==> src/rtl/core/indexed_max_priority_task_table_assert.svh <==
// Assertion macros for the indexed max-priority task table.
// Expects signals named clk and rst_n in the including module.
`ifndef INDEXED_MAX_PRIORITY_TASK_TABLE_ASSERT_SVH
`define INDEXED_MAX_PRIORITY_TASK_TABLE_ASSERT_SVH

// Consequent checked in the same cycle as the antecedent.
`define ITPT_ASSERT_SAME(lbl, ante, cons) \
  lbl: assert property (@(posedge clk) disable iff (!rst_n) (ante) |-> (cons)) \
    else $error("itpt: same-cycle check failed");

// Consequent checked in the cycle after the antecedent.
`define ITPT_ASSERT_NEXT(lbl, ante, cons) \
  lbl: assert property (@(posedge clk) disable iff (!rst_n) (ante) |=> (cons)) \
    else $error("itpt: next-cycle check failed");

`endif

==> src/rtl/core/itpt_pkg.sv <==
// Shared types and constants for the indexed max-priority task table.
// No dependencies.
package itpt_pkg;

  localparam int CAPACITY  = 64;
  localparam int SLOT_BITS = $clog2(CAPACITY);
  localparam int CNT_BITS  = $clog2(CAPACITY + 1);

  typedef enum logic [1:0] {
    REQ_ADD    = 2'd0,
    REQ_EDIT   = 2'd1,
    REQ_REMOVE = 2'd2,
    REQ_EXEC   = 2'd3
  } req_t;

  typedef enum logic [1:0] {
    STATUS_OK        = 2'd0,
    STATUS_EMPTY     = 2'd1,
    STATUS_NOT_FOUND = 2'd2,
    STATUS_FULL      = 2'd3
  } status_t;

  typedef enum logic [1:0] {
    ST_IDLE,
    ST_SCAN,
    ST_UPDATE,
    ST_RESP
  } state_t;

  typedef struct packed {
    req_t        req_type;
    logic [15:0] task_id;
    logic [15:0] user_id;
    logic [31:0] priority_req;
  } in_item_t;

  typedef struct packed {
    status_t     status;
    logic [15:0] owner_id;
  } out_item_t;

  // table write command
  typedef struct packed {
    logic                 en_fields;
    logic                 en_prio;
    logic                 set_vld;
    logic                 clr_vld;
    logic [SLOT_BITS-1:0] addr;
    logic [15:0]          task_id;
    logic [15:0]          user_id;
    logic [31:0]          prio;
  } tbl_wr_t;

  // registered table read data
  typedef struct packed {
    logic        vld;
    logic [15:0] task_id;
    logic [15:0] user_id;
    logic [31:0] prio;
  } tbl_rd_t;

  // running search results
  typedef struct packed {
    logic                 match_found;
    logic [SLOT_BITS-1:0] match_slot;
    logic                 free_found;
    logic [SLOT_BITS-1:0] free_slot;
    logic                 best_found;
    logic [SLOT_BITS-1:0] best_slot;
    logic [15:0]          best_user;
  } cmp_res_t;

endpackage

==> src/rtl/core/itpt_table.sv <==
// Task table storage: task/user/priority memories plus per-slot valid flops.
// Depends on itpt_pkg.
module itpt_table (
  input  logic                           clk,
  input  logic                           rst_n,
  input  logic                           rd_en,
  input  logic [itpt_pkg::SLOT_BITS-1:0] rd_addr,
  output itpt_pkg::tbl_rd_t              rd_data,
  input  itpt_pkg::tbl_wr_t              wr
);

  logic [15:0]                  task_mem [itpt_pkg::CAPACITY];
  logic [15:0]                  user_mem [itpt_pkg::CAPACITY];
  logic [31:0]                  prio_mem [itpt_pkg::CAPACITY];
  logic [itpt_pkg::CAPACITY-1:0] valid_r;
  itpt_pkg::tbl_rd_t            rd_data_r;

  always_ff @(posedge clk) begin
    if (wr.en_fields) begin
      task_mem[wr.addr] <= wr.task_id;
      user_mem[wr.addr] <= wr.user_id;
    end
    if (wr.en_prio) begin
      prio_mem[wr.addr] <= wr.prio;
    end
  end

  always_ff @(posedge clk) begin
    if (rd_en) begin
      rd_data_r.vld     <= valid_r[rd_addr];
      rd_data_r.task_id <= task_mem[rd_addr];
      rd_data_r.user_id <= user_mem[rd_addr];
      rd_data_r.prio    <= prio_mem[rd_addr];
    end
  end

  always_ff @(posedge clk) begin
    if (!rst_n) begin
      valid_r <= '0;
    end else begin
      if (wr.set_vld) begin
        valid_r[wr.addr] <= 1'b1;
      end
      if (wr.clr_vld) begin
        valid_r[wr.addr] <= 1'b0;
      end
    end
  end

  assign rd_data = rd_data_r;

endmodule

==> src/rtl/core/itpt_cmp.sv <==
// Shared compare unit: while step is high, folds one table entry per cycle into the
// key match, first free slot and best (priority, task id) searches. Depends on itpt_pkg.
module itpt_cmp (
  input  logic                           clk,
  input  logic                           rst_n,
  input  logic                           start,
  input  logic                           step,
  input  logic [itpt_pkg::SLOT_BITS-1:0] slot,
  input  itpt_pkg::tbl_rd_t              entry,
  input  logic [15:0]                    key,
  output itpt_pkg::cmp_res_t             res
);

  logic                           match_found_r;
  logic [itpt_pkg::SLOT_BITS-1:0] match_slot_r;
  logic                           free_found_r;
  logic [itpt_pkg::SLOT_BITS-1:0] free_slot_r;
  logic                           best_found_r;
  logic [itpt_pkg::SLOT_BITS-1:0] best_slot_r;
  logic [15:0]                    best_user_r;
  logic [15:0]                    best_task_r;
  logic [31:0]                    best_prio_r;
  logic                           hit;
  logic                           better;

  assign hit    = entry.vld && (entry.task_id == key);
  assign better = entry.vld &&
                  (!best_found_r || (entry.prio > best_prio_r) ||
                   ((entry.prio == best_prio_r) && (entry.task_id > best_task_r)));

  // first match / first free slot win; best is replaced only on strict win
  always_ff @(posedge clk) begin
    if (!rst_n) begin
      match_found_r <= 1'b0;
      free_found_r  <= 1'b0;
      best_found_r  <= 1'b0;
    end else if (start) begin
      match_found_r <= 1'b0;
      free_found_r  <= 1'b0;
      best_found_r  <= 1'b0;
    end else if (step) begin
      if (hit && !match_found_r) begin
        match_found_r <= 1'b1;
      end
      if (!entry.vld && !free_found_r) begin
        free_found_r <= 1'b1;
      end
      if (better) begin
        best_found_r <= 1'b1;
      end
    end
  end

  always_ff @(posedge clk) begin
    if (step) begin
      if (hit && !match_found_r) begin
        match_slot_r <= slot;
      end
      if (!entry.vld && !free_found_r) begin
        free_slot_r <= slot;
      end
      if (better) begin
        best_slot_r <= slot;
        best_user_r <= entry.user_id;
        best_task_r <= entry.task_id;
        best_prio_r <= entry.prio;
      end
    end
  end

  assign res.match_found = match_found_r;
  assign res.match_slot  = match_slot_r;
  assign res.free_found  = free_found_r;
  assign res.free_slot   = free_slot_r;
  assign res.best_found  = best_found_r;
  assign res.best_slot   = best_slot_r;
  assign res.best_user   = best_user_r;

endmodule

==> src/rtl/core/indexed_max_priority_task_table.sv <==
// Indexed max-priority task table, top level: sequencer and result register.
// Depends on itpt_pkg, itpt_table, itpt_cmp and the assertion macro header.
//
// Holds up to itpt_pkg::CAPACITY tasks (task id, user id, priority). Each
// transaction is add, edit priority, remove or execute top, and yields exactly
// one result transaction. A request passes from acceptance in idle through a
// scan of every slot, which also drains the table read pipeline, to the update
// state, and its result then waits for out_ready; in_ready is high only while
// the block is idle. The scan sets the pace: the table has one read port and
// every request walks all slots through it, one slot per cycle, into a shared
// compare unit. Add overwrites an existing id in place, else takes the lowest
// free slot, else reports full. Edit/remove of an absent id reports not
// found. Execute top picks the highest priority, ties going to the larger task
// id, removes it and returns its user id; an empty table reports empty with
// owner zero.
`include "indexed_max_priority_task_table_assert.svh"

module indexed_max_priority_task_table (
  input  logic               clk,
  input  logic               rst_n,
  input  logic               in_valid,
  output logic               in_ready,
  input  itpt_pkg::in_item_t  in_data,
  output logic               out_valid,
  input  logic               out_ready,
  output itpt_pkg::out_item_t out_data
);

  itpt_pkg::state_t               state_r, state_nxt;
  logic [itpt_pkg::CNT_BITS-1:0]  idx_r, idx_nxt;
  logic                           rd_vld_r, rd_vld_nxt;
  logic [itpt_pkg::SLOT_BITS-1:0] rd_slot_r;
  logic                           out_valid_r, out_valid_nxt;
  itpt_pkg::out_item_t            out_data_r, out_data_nxt;
  itpt_pkg::in_item_t             req_r;

  logic                           rd_en;
  logic                           cmp_start;
  itpt_pkg::tbl_wr_t              tbl_wr;
  itpt_pkg::tbl_rd_t              tbl_rd;
  itpt_pkg::cmp_res_t             cmp_res;

  // Storage: one read port used by the scan, one write port used by update.
  itpt_table u_table (
    .clk     (clk),
    .rst_n   (rst_n),
    .rd_en   (rd_en),
    .rd_addr (idx_r[itpt_pkg::SLOT_BITS-1:0]),
    .rd_data (tbl_rd),
    .wr      (tbl_wr)
  );

  // Compare unit sees each slot in the cycle after its read is issued.
  itpt_cmp u_cmp (
    .clk   (clk),
    .rst_n (rst_n),
    .start (cmp_start),
    .step  (rd_vld_r),
    .slot  (rd_slot_r),
    .entry (tbl_rd),
    .key   (req_r.task_id),
    .res   (cmp_res)
  );

  always_ff @(posedge clk) begin
    if (!rst_n) begin
      state_r     <= itpt_pkg::ST_IDLE;
      idx_r       <= '0;
      rd_vld_r    <= 1'b0;
      out_valid_r <= 1'b0;
    end else begin
      state_r     <= state_nxt;
      idx_r       <= idx_nxt;
      rd_vld_r    <= rd_vld_nxt;
      out_valid_r <= out_valid_nxt;
    end
  end

  // Payload registers
  always_ff @(posedge clk) begin
    out_data_r <= out_data_nxt;
    rd_slot_r  <= idx_r[itpt_pkg::SLOT_BITS-1:0];
    if (in_valid && in_ready) begin
      req_r <= in_data;
    end
  end

  always_comb begin
    state_nxt      = state_r;
    idx_nxt        = idx_r;
    rd_vld_nxt     = 1'b0;
    out_valid_nxt  = out_valid_r;
    out_data_nxt   = out_data_r;
    in_ready       = 1'b0;
    rd_en          = 1'b0;
    cmp_start      = 1'b0;
    tbl_wr         = '0;
    tbl_wr.task_id = req_r.task_id;
    tbl_wr.user_id = req_r.user_id;
    tbl_wr.prio    = req_r.priority_req;

    unique case (state_r)
      itpt_pkg::ST_IDLE: begin
        in_ready = 1'b1;
        if (in_valid) begin
          cmp_start = 1'b1;
          idx_nxt   = '0;
          state_nxt = itpt_pkg::ST_SCAN;
        end
      end

      // issue one slot read per cycle; the last read lands while idx == CAPACITY
      itpt_pkg::ST_SCAN: begin
        if (idx_r != itpt_pkg::CNT_BITS'(itpt_pkg::CAPACITY)) begin
          rd_en      = 1'b1;
          rd_vld_nxt = 1'b1;
          idx_nxt    = idx_r + itpt_pkg::CNT_BITS'(1);
        end else begin
          state_nxt = itpt_pkg::ST_UPDATE;
        end
      end

      // apply the request using the finished search results
      itpt_pkg::ST_UPDATE: begin
        out_data_nxt.status   = itpt_pkg::STATUS_OK;
        out_data_nxt.owner_id = '0;
        case (req_r.req_type)
          itpt_pkg::REQ_ADD: begin
            if (cmp_res.match_found || cmp_res.free_found) begin
              tbl_wr.en_fields = 1'b1;
              tbl_wr.en_prio   = 1'b1;
              tbl_wr.set_vld   = 1'b1;
              tbl_wr.addr      = cmp_res.match_found ? cmp_res.match_slot
                                                     : cmp_res.free_slot;
            end else begin
              out_data_nxt.status = itpt_pkg::STATUS_FULL;
            end
          end
          itpt_pkg::REQ_EDIT: begin
            if (cmp_res.match_found) begin
              tbl_wr.en_prio = 1'b1;
              tbl_wr.addr    = cmp_res.match_slot;
            end else begin
              out_data_nxt.status = itpt_pkg::STATUS_NOT_FOUND;
            end
          end
          itpt_pkg::REQ_REMOVE: begin
            if (cmp_res.match_found) begin
              tbl_wr.clr_vld = 1'b1;
              tbl_wr.addr    = cmp_res.match_slot;
            end else begin
              out_data_nxt.status = itpt_pkg::STATUS_NOT_FOUND;
            end
          end
          default: begin
            if (cmp_res.best_found) begin
              tbl_wr.clr_vld        = 1'b1;
              tbl_wr.addr           = cmp_res.best_slot;
              out_data_nxt.owner_id = cmp_res.best_user;
            end else begin
              out_data_nxt.status = itpt_pkg::STATUS_EMPTY;
            end
          end
        endcase
        out_valid_nxt = 1'b1;
        state_nxt     = itpt_pkg::ST_RESP;
      end

      itpt_pkg::ST_RESP: begin
        if (out_ready) begin
          out_valid_nxt = 1'b0;
          state_nxt     = itpt_pkg::ST_IDLE;
        end
      end

      default: begin
        state_nxt = itpt_pkg::ST_IDLE;
      end
    endcase
  end

  assign out_valid = out_valid_r;
  assign out_data  = out_data_r;

  // One request in flight: never idle with a result pending.
  `ITPT_ASSERT_SAME(a_ready_no_result, in_ready, !out_valid)
  // Read data only arrives during the scan.
  `ITPT_ASSERT_SAME(a_rd_in_scan, rd_vld_r, state_r == itpt_pkg::ST_SCAN)
  // Taking the result returns the block to idle.
  `ITPT_ASSERT_NEXT(a_ready_after_out, out_valid && out_ready, in_ready)
  // Owner is only reported with an ok status.
  `ITPT_ASSERT_SAME(a_owner_zero, out_valid && (out_data.status != itpt_pkg::STATUS_OK), out_data.owner_id == 16'd0)

endmodule

==> config.mk <==
export PLATFORM = sky130hd
export DESIGN_NAME = indexed_max_priority_task_table
export DESIGN_NICKNAME = d
export VERILOG_FILES = /design/src/rtl/core/itpt_pkg.sv /design/src/rtl/core/itpt_table.sv /design/src/rtl/core/itpt_cmp.sv /design/src/rtl/core/indexed_max_priority_task_table.sv
export VERILOG_INCLUDE_DIRS = /design/src /design/src/rtl/core
export SDC_FILE = /design/constraint.sdc
export NUM_CORES = 2
export LEC_CHECK = 0
export CORE_MARGIN = 1
export CORE_UTILIZATION = 50
export CTS_CLUSTER_DIAMETER = 150
export DETAILED_ROUTE_END_ITERATION = 8
export DONT_BUFFER_PORTS = 1
export PLACE_DENSITY_LB_ADDON = 0.12
export SLEW_MARGIN = 25
export SYNTH_ARGS = -nofsm -noshare
export SYNTH_HDL_FRONTEND = slang
export SYNTH_SLANG_ARGS = --single-unit
==> constraint.sdc <==
create_clock -name clk -period 10.2 [get_ports clk]
set_clock_uncertainty 0.15 [all_clocks]
set_input_delay 2.04 -clock clk [delete_from_list [all_inputs] [get_ports clk]]
set_output_delay 2.04 -clock clk [all_outputs]
set_load 0.02 [all_outputs]
==> metrics.cfg <==
[place]
gp_congestion = 0.8942
port_buffers = 0
placed_area_mm2 = 0.1759
detailed_place_hpwl_um = 251700
place_ws_ps = 5174
dpl.cell_count = 11666

[finish]
n_fill_cell = 24167
area_delta_synth_final_pct = 12.84
multi_input_area_mm2 = 0.03574
postLayoutCellArea_mm2 = 0.1902
seqCellArea_mm2 = 0.1316
finalNonFillerCells = 12492
drive_gt1_share_pct = 29.53
nNetsFinal = 7749

[logic_synthesis]
yosysUniqueCellTypes = 82
syn_inst = 7244
syn_area_mm2 = 0.1685
yosysMostFrequentCell = edfxtp_1
avgSynthCellArea_um2 = 23.27
synth_ff_type = edfxtp_1
yosysSeqAreaShare_pct = 78.09
netlist_top_cells_count = edfxtp_1, mux4_2, nor2_1
synthArstFlopShare_pct = 0
mappedNetlistNets = 7372
synth_area_leaders = edfxtp_1, mux4_2, mux2i_1, dfxtp_1, buf_2
synth_top_cell_area_share_pct = 77.10
synth_edf_count = 4327
synth_top_area_cell = edfxtp_1
yosysWarnings = 0
yosys_register_bits = 4411

[clock_network]
cts.path.max_buffers = 4
root_buffer = clkbuf_16
cts_resized = 0
cts_setup_buffers = 0
htreeDepth = 5
cts_sinks = 4411
cts_hold_buf = 0
cts_buffers = 444
cts.clk_slew.worst_paths_ps = 60
insertion_delay_ps = 990
cts_tree = yes

[sta]
fin_crit_ps = 5132
final-hold-violation-count = 0
finalSetupViolCount = 0
fmax_mhz = 194.9
setup_slack_ps = 5068
tns_ps = 0
rsz0062_at_grt = no
maxSlewHeadroom_pct = 18.96
drv_slew = 0
worst_pin_slew_ps = 1203
post-route-period-util_pct = 50.32

[floorplanning]
die-width_um = 582.6
rows = 212
die_area_mm2 = 0.3394
die_h_um = 582.6
core_area_mm2 = 0.3345
io-pin-count = 90
initial_core_util_pct = 50.39

[route]
m1WireLength_um = 194900
highest_layer = met5
wl_per_cell_um = 37.03
vias = 81560
drc = 0
drt_pass1_iterations = 7
viasPerCell = 6.529
drt-total-wl_um = 462600
drt_iter0_drc = 11970
final_antenna_net_count = 0
route.met3.wl_um = 45950
wl_met2_um = 209800

[power]
p_int_w = 0.03242
power_leakage_nw = 57.49
pwr-share-seq_pct = 49.8
clockPowerShare_pct = 37.2
comb_power_share_pct = 13.0
swShare_pct = 24.66
p_sw_w = 0.01061
irDropWorstVdd_mv = 0.1827
powerDensity_mw_per_mm2 = 226.3

[grt]
grt_max_degree = 118
grt-ovfl-total = 0
antenna_found_initial = 43
grt_pass1_vias = 80265
grt_pass1_wl_um = 640100
gr-usage-all-layers_pct = 27.24

[setup_path]
crit_arrival_ps = 5670
cp-start-kind = flip-flop
crit_required_ps = 10740
crit_type = flip-flop to flip-flop
crit_path_end_kind = flip-flop
path_max_fanout = 87

[worst_hold_path]
hold_path.class = flip-flop to flip-flop

[job]
maxCapViolations = 0

[run_status]
status = complete, no violations

==> worst paths after layout <==
check | from | endpoint | slack, ps | cells after the start
max | idx_r[0] | u_table.rd_data[41] | 5070 | 7
min | u_table.rd_data[39] | u_cmp.best_user_r[7] | 270 | 0
max reg2reg | idx_r[0] | u_table.rd_data[41] | 5070 | 7
min reg2reg | u_table.rd_data[39] | u_cmp.best_user_r[7] | 270 | 0
==> area by class of cell <==
| cell class | count | share of cell area [%] |
|---|---|---|
| well taps | 4494 | 2.957 |
| inverters | 65 | 0.1349 |
| diodes | 7 | 0.009210 |
| clock inverters | 272 | 1.349 |
| multi-input cells | 2390 | 18.79 |
| repair buffers | 309 | 1.405 |
| clock buffers | 544 | 6.137 |
| flip-flops and latches | 4411 | 69.22 |
==> cell families (layout without fill, tap and decap cells) <==
logic type	Yosys count	in the layout	synth area share, %
DFF	4411	4411	78.09
muxes	1346	1346	16.61
and+or+nand+nor	516	516	1.435
AOI/OAI and AO/OA	450	450	2.008
buffers and inverters	443	1190	1.318
adders and majority gates	58	58	0.4306
xor gates and xnor gates	20	20	0.1039
other	0	7	0
==> power by group through the flow <==
| stage | logic (W) | clock network (W) | registers [W] |
|---|---|---|---|
| final | 0.00559 | 0.0160 | 0.0214 |
| after global routing | 0.00594 | 0.0169 | 0.0214 |
| after CTS | 0.00565 | 0.0162 | 0.0214 |
| after detailed placement | 0.00564 | 0 | 0.0218 |
| after global placement | 0.00551 | 0 | 0.0218 |
| after floorplan | 0.00323 | 0 | 0.0222 |
==> metrics by stage <==
step	total power, W	hold WS (ps)	util (%)
5_1_grt	0.04425	274.4	56.86
2_1_floorplan	0.02542	175.8	-
3_5_place_dp	0.02743	256.6	52.59
6_report	0.04303	270.7	56.86
3_3_place_gp	0.02730	253.3	52.51
4_1_cts	0.04329	271.6	56.84
==> registers in the layout, summed over array words and instances (netlist names), 2 cells and up <==
name                cells
u_cmp.best_slot_r       6
u_cmp.match_slot_r      6
req_r                  66
u_table.user_mem     1024
u_table.rd_data        65
u_cmp.free_slot_r       6
out_data               18
u_cmp.best_task_r      16
idx_r                   7
u_table.prio_mem     2048
rd_slot_r               6
state_r                 2
u_table.task_mem     1024
u_table.valid_r        64
u_cmp.best_prio_r      32
u_cmp.best_user_r      16
==> routing by layer <==
metal,global-route usage (%),vias up
met5,0,-
met4,6.781,4
li1,-,31826
met1,42.09,44809
met3,5.111,635
met2,40.43,4286
==> layout by cell type (no fill, tap or decap), types with 56 or more instances in the layout <==
cell       count
edfxtp_1    4327
mux4_2      1160
clkbuf_16    448
buf_4        281
mux2i_1      179
nand2_1      138
nor2_4       125
clkinv_1     100
clkinv_2      87
clkbuf_1      86
dfxtp_1       77
a21oi_1       74
o22ai_1       71
nor2_1        60
inv_1         59
o221a_2       57
ha_1          56
==> worst max-delay path: stages (launching register included) <==
cell	delay, ps
dfxtp_4	880
buf_12	550
buf_4	680
mux4_2	590
mux2i_1	680
o22ai_1	230
nor3_1	720
nor2_1	120
No activity file was read; power rests on OpenSTA's default activity.
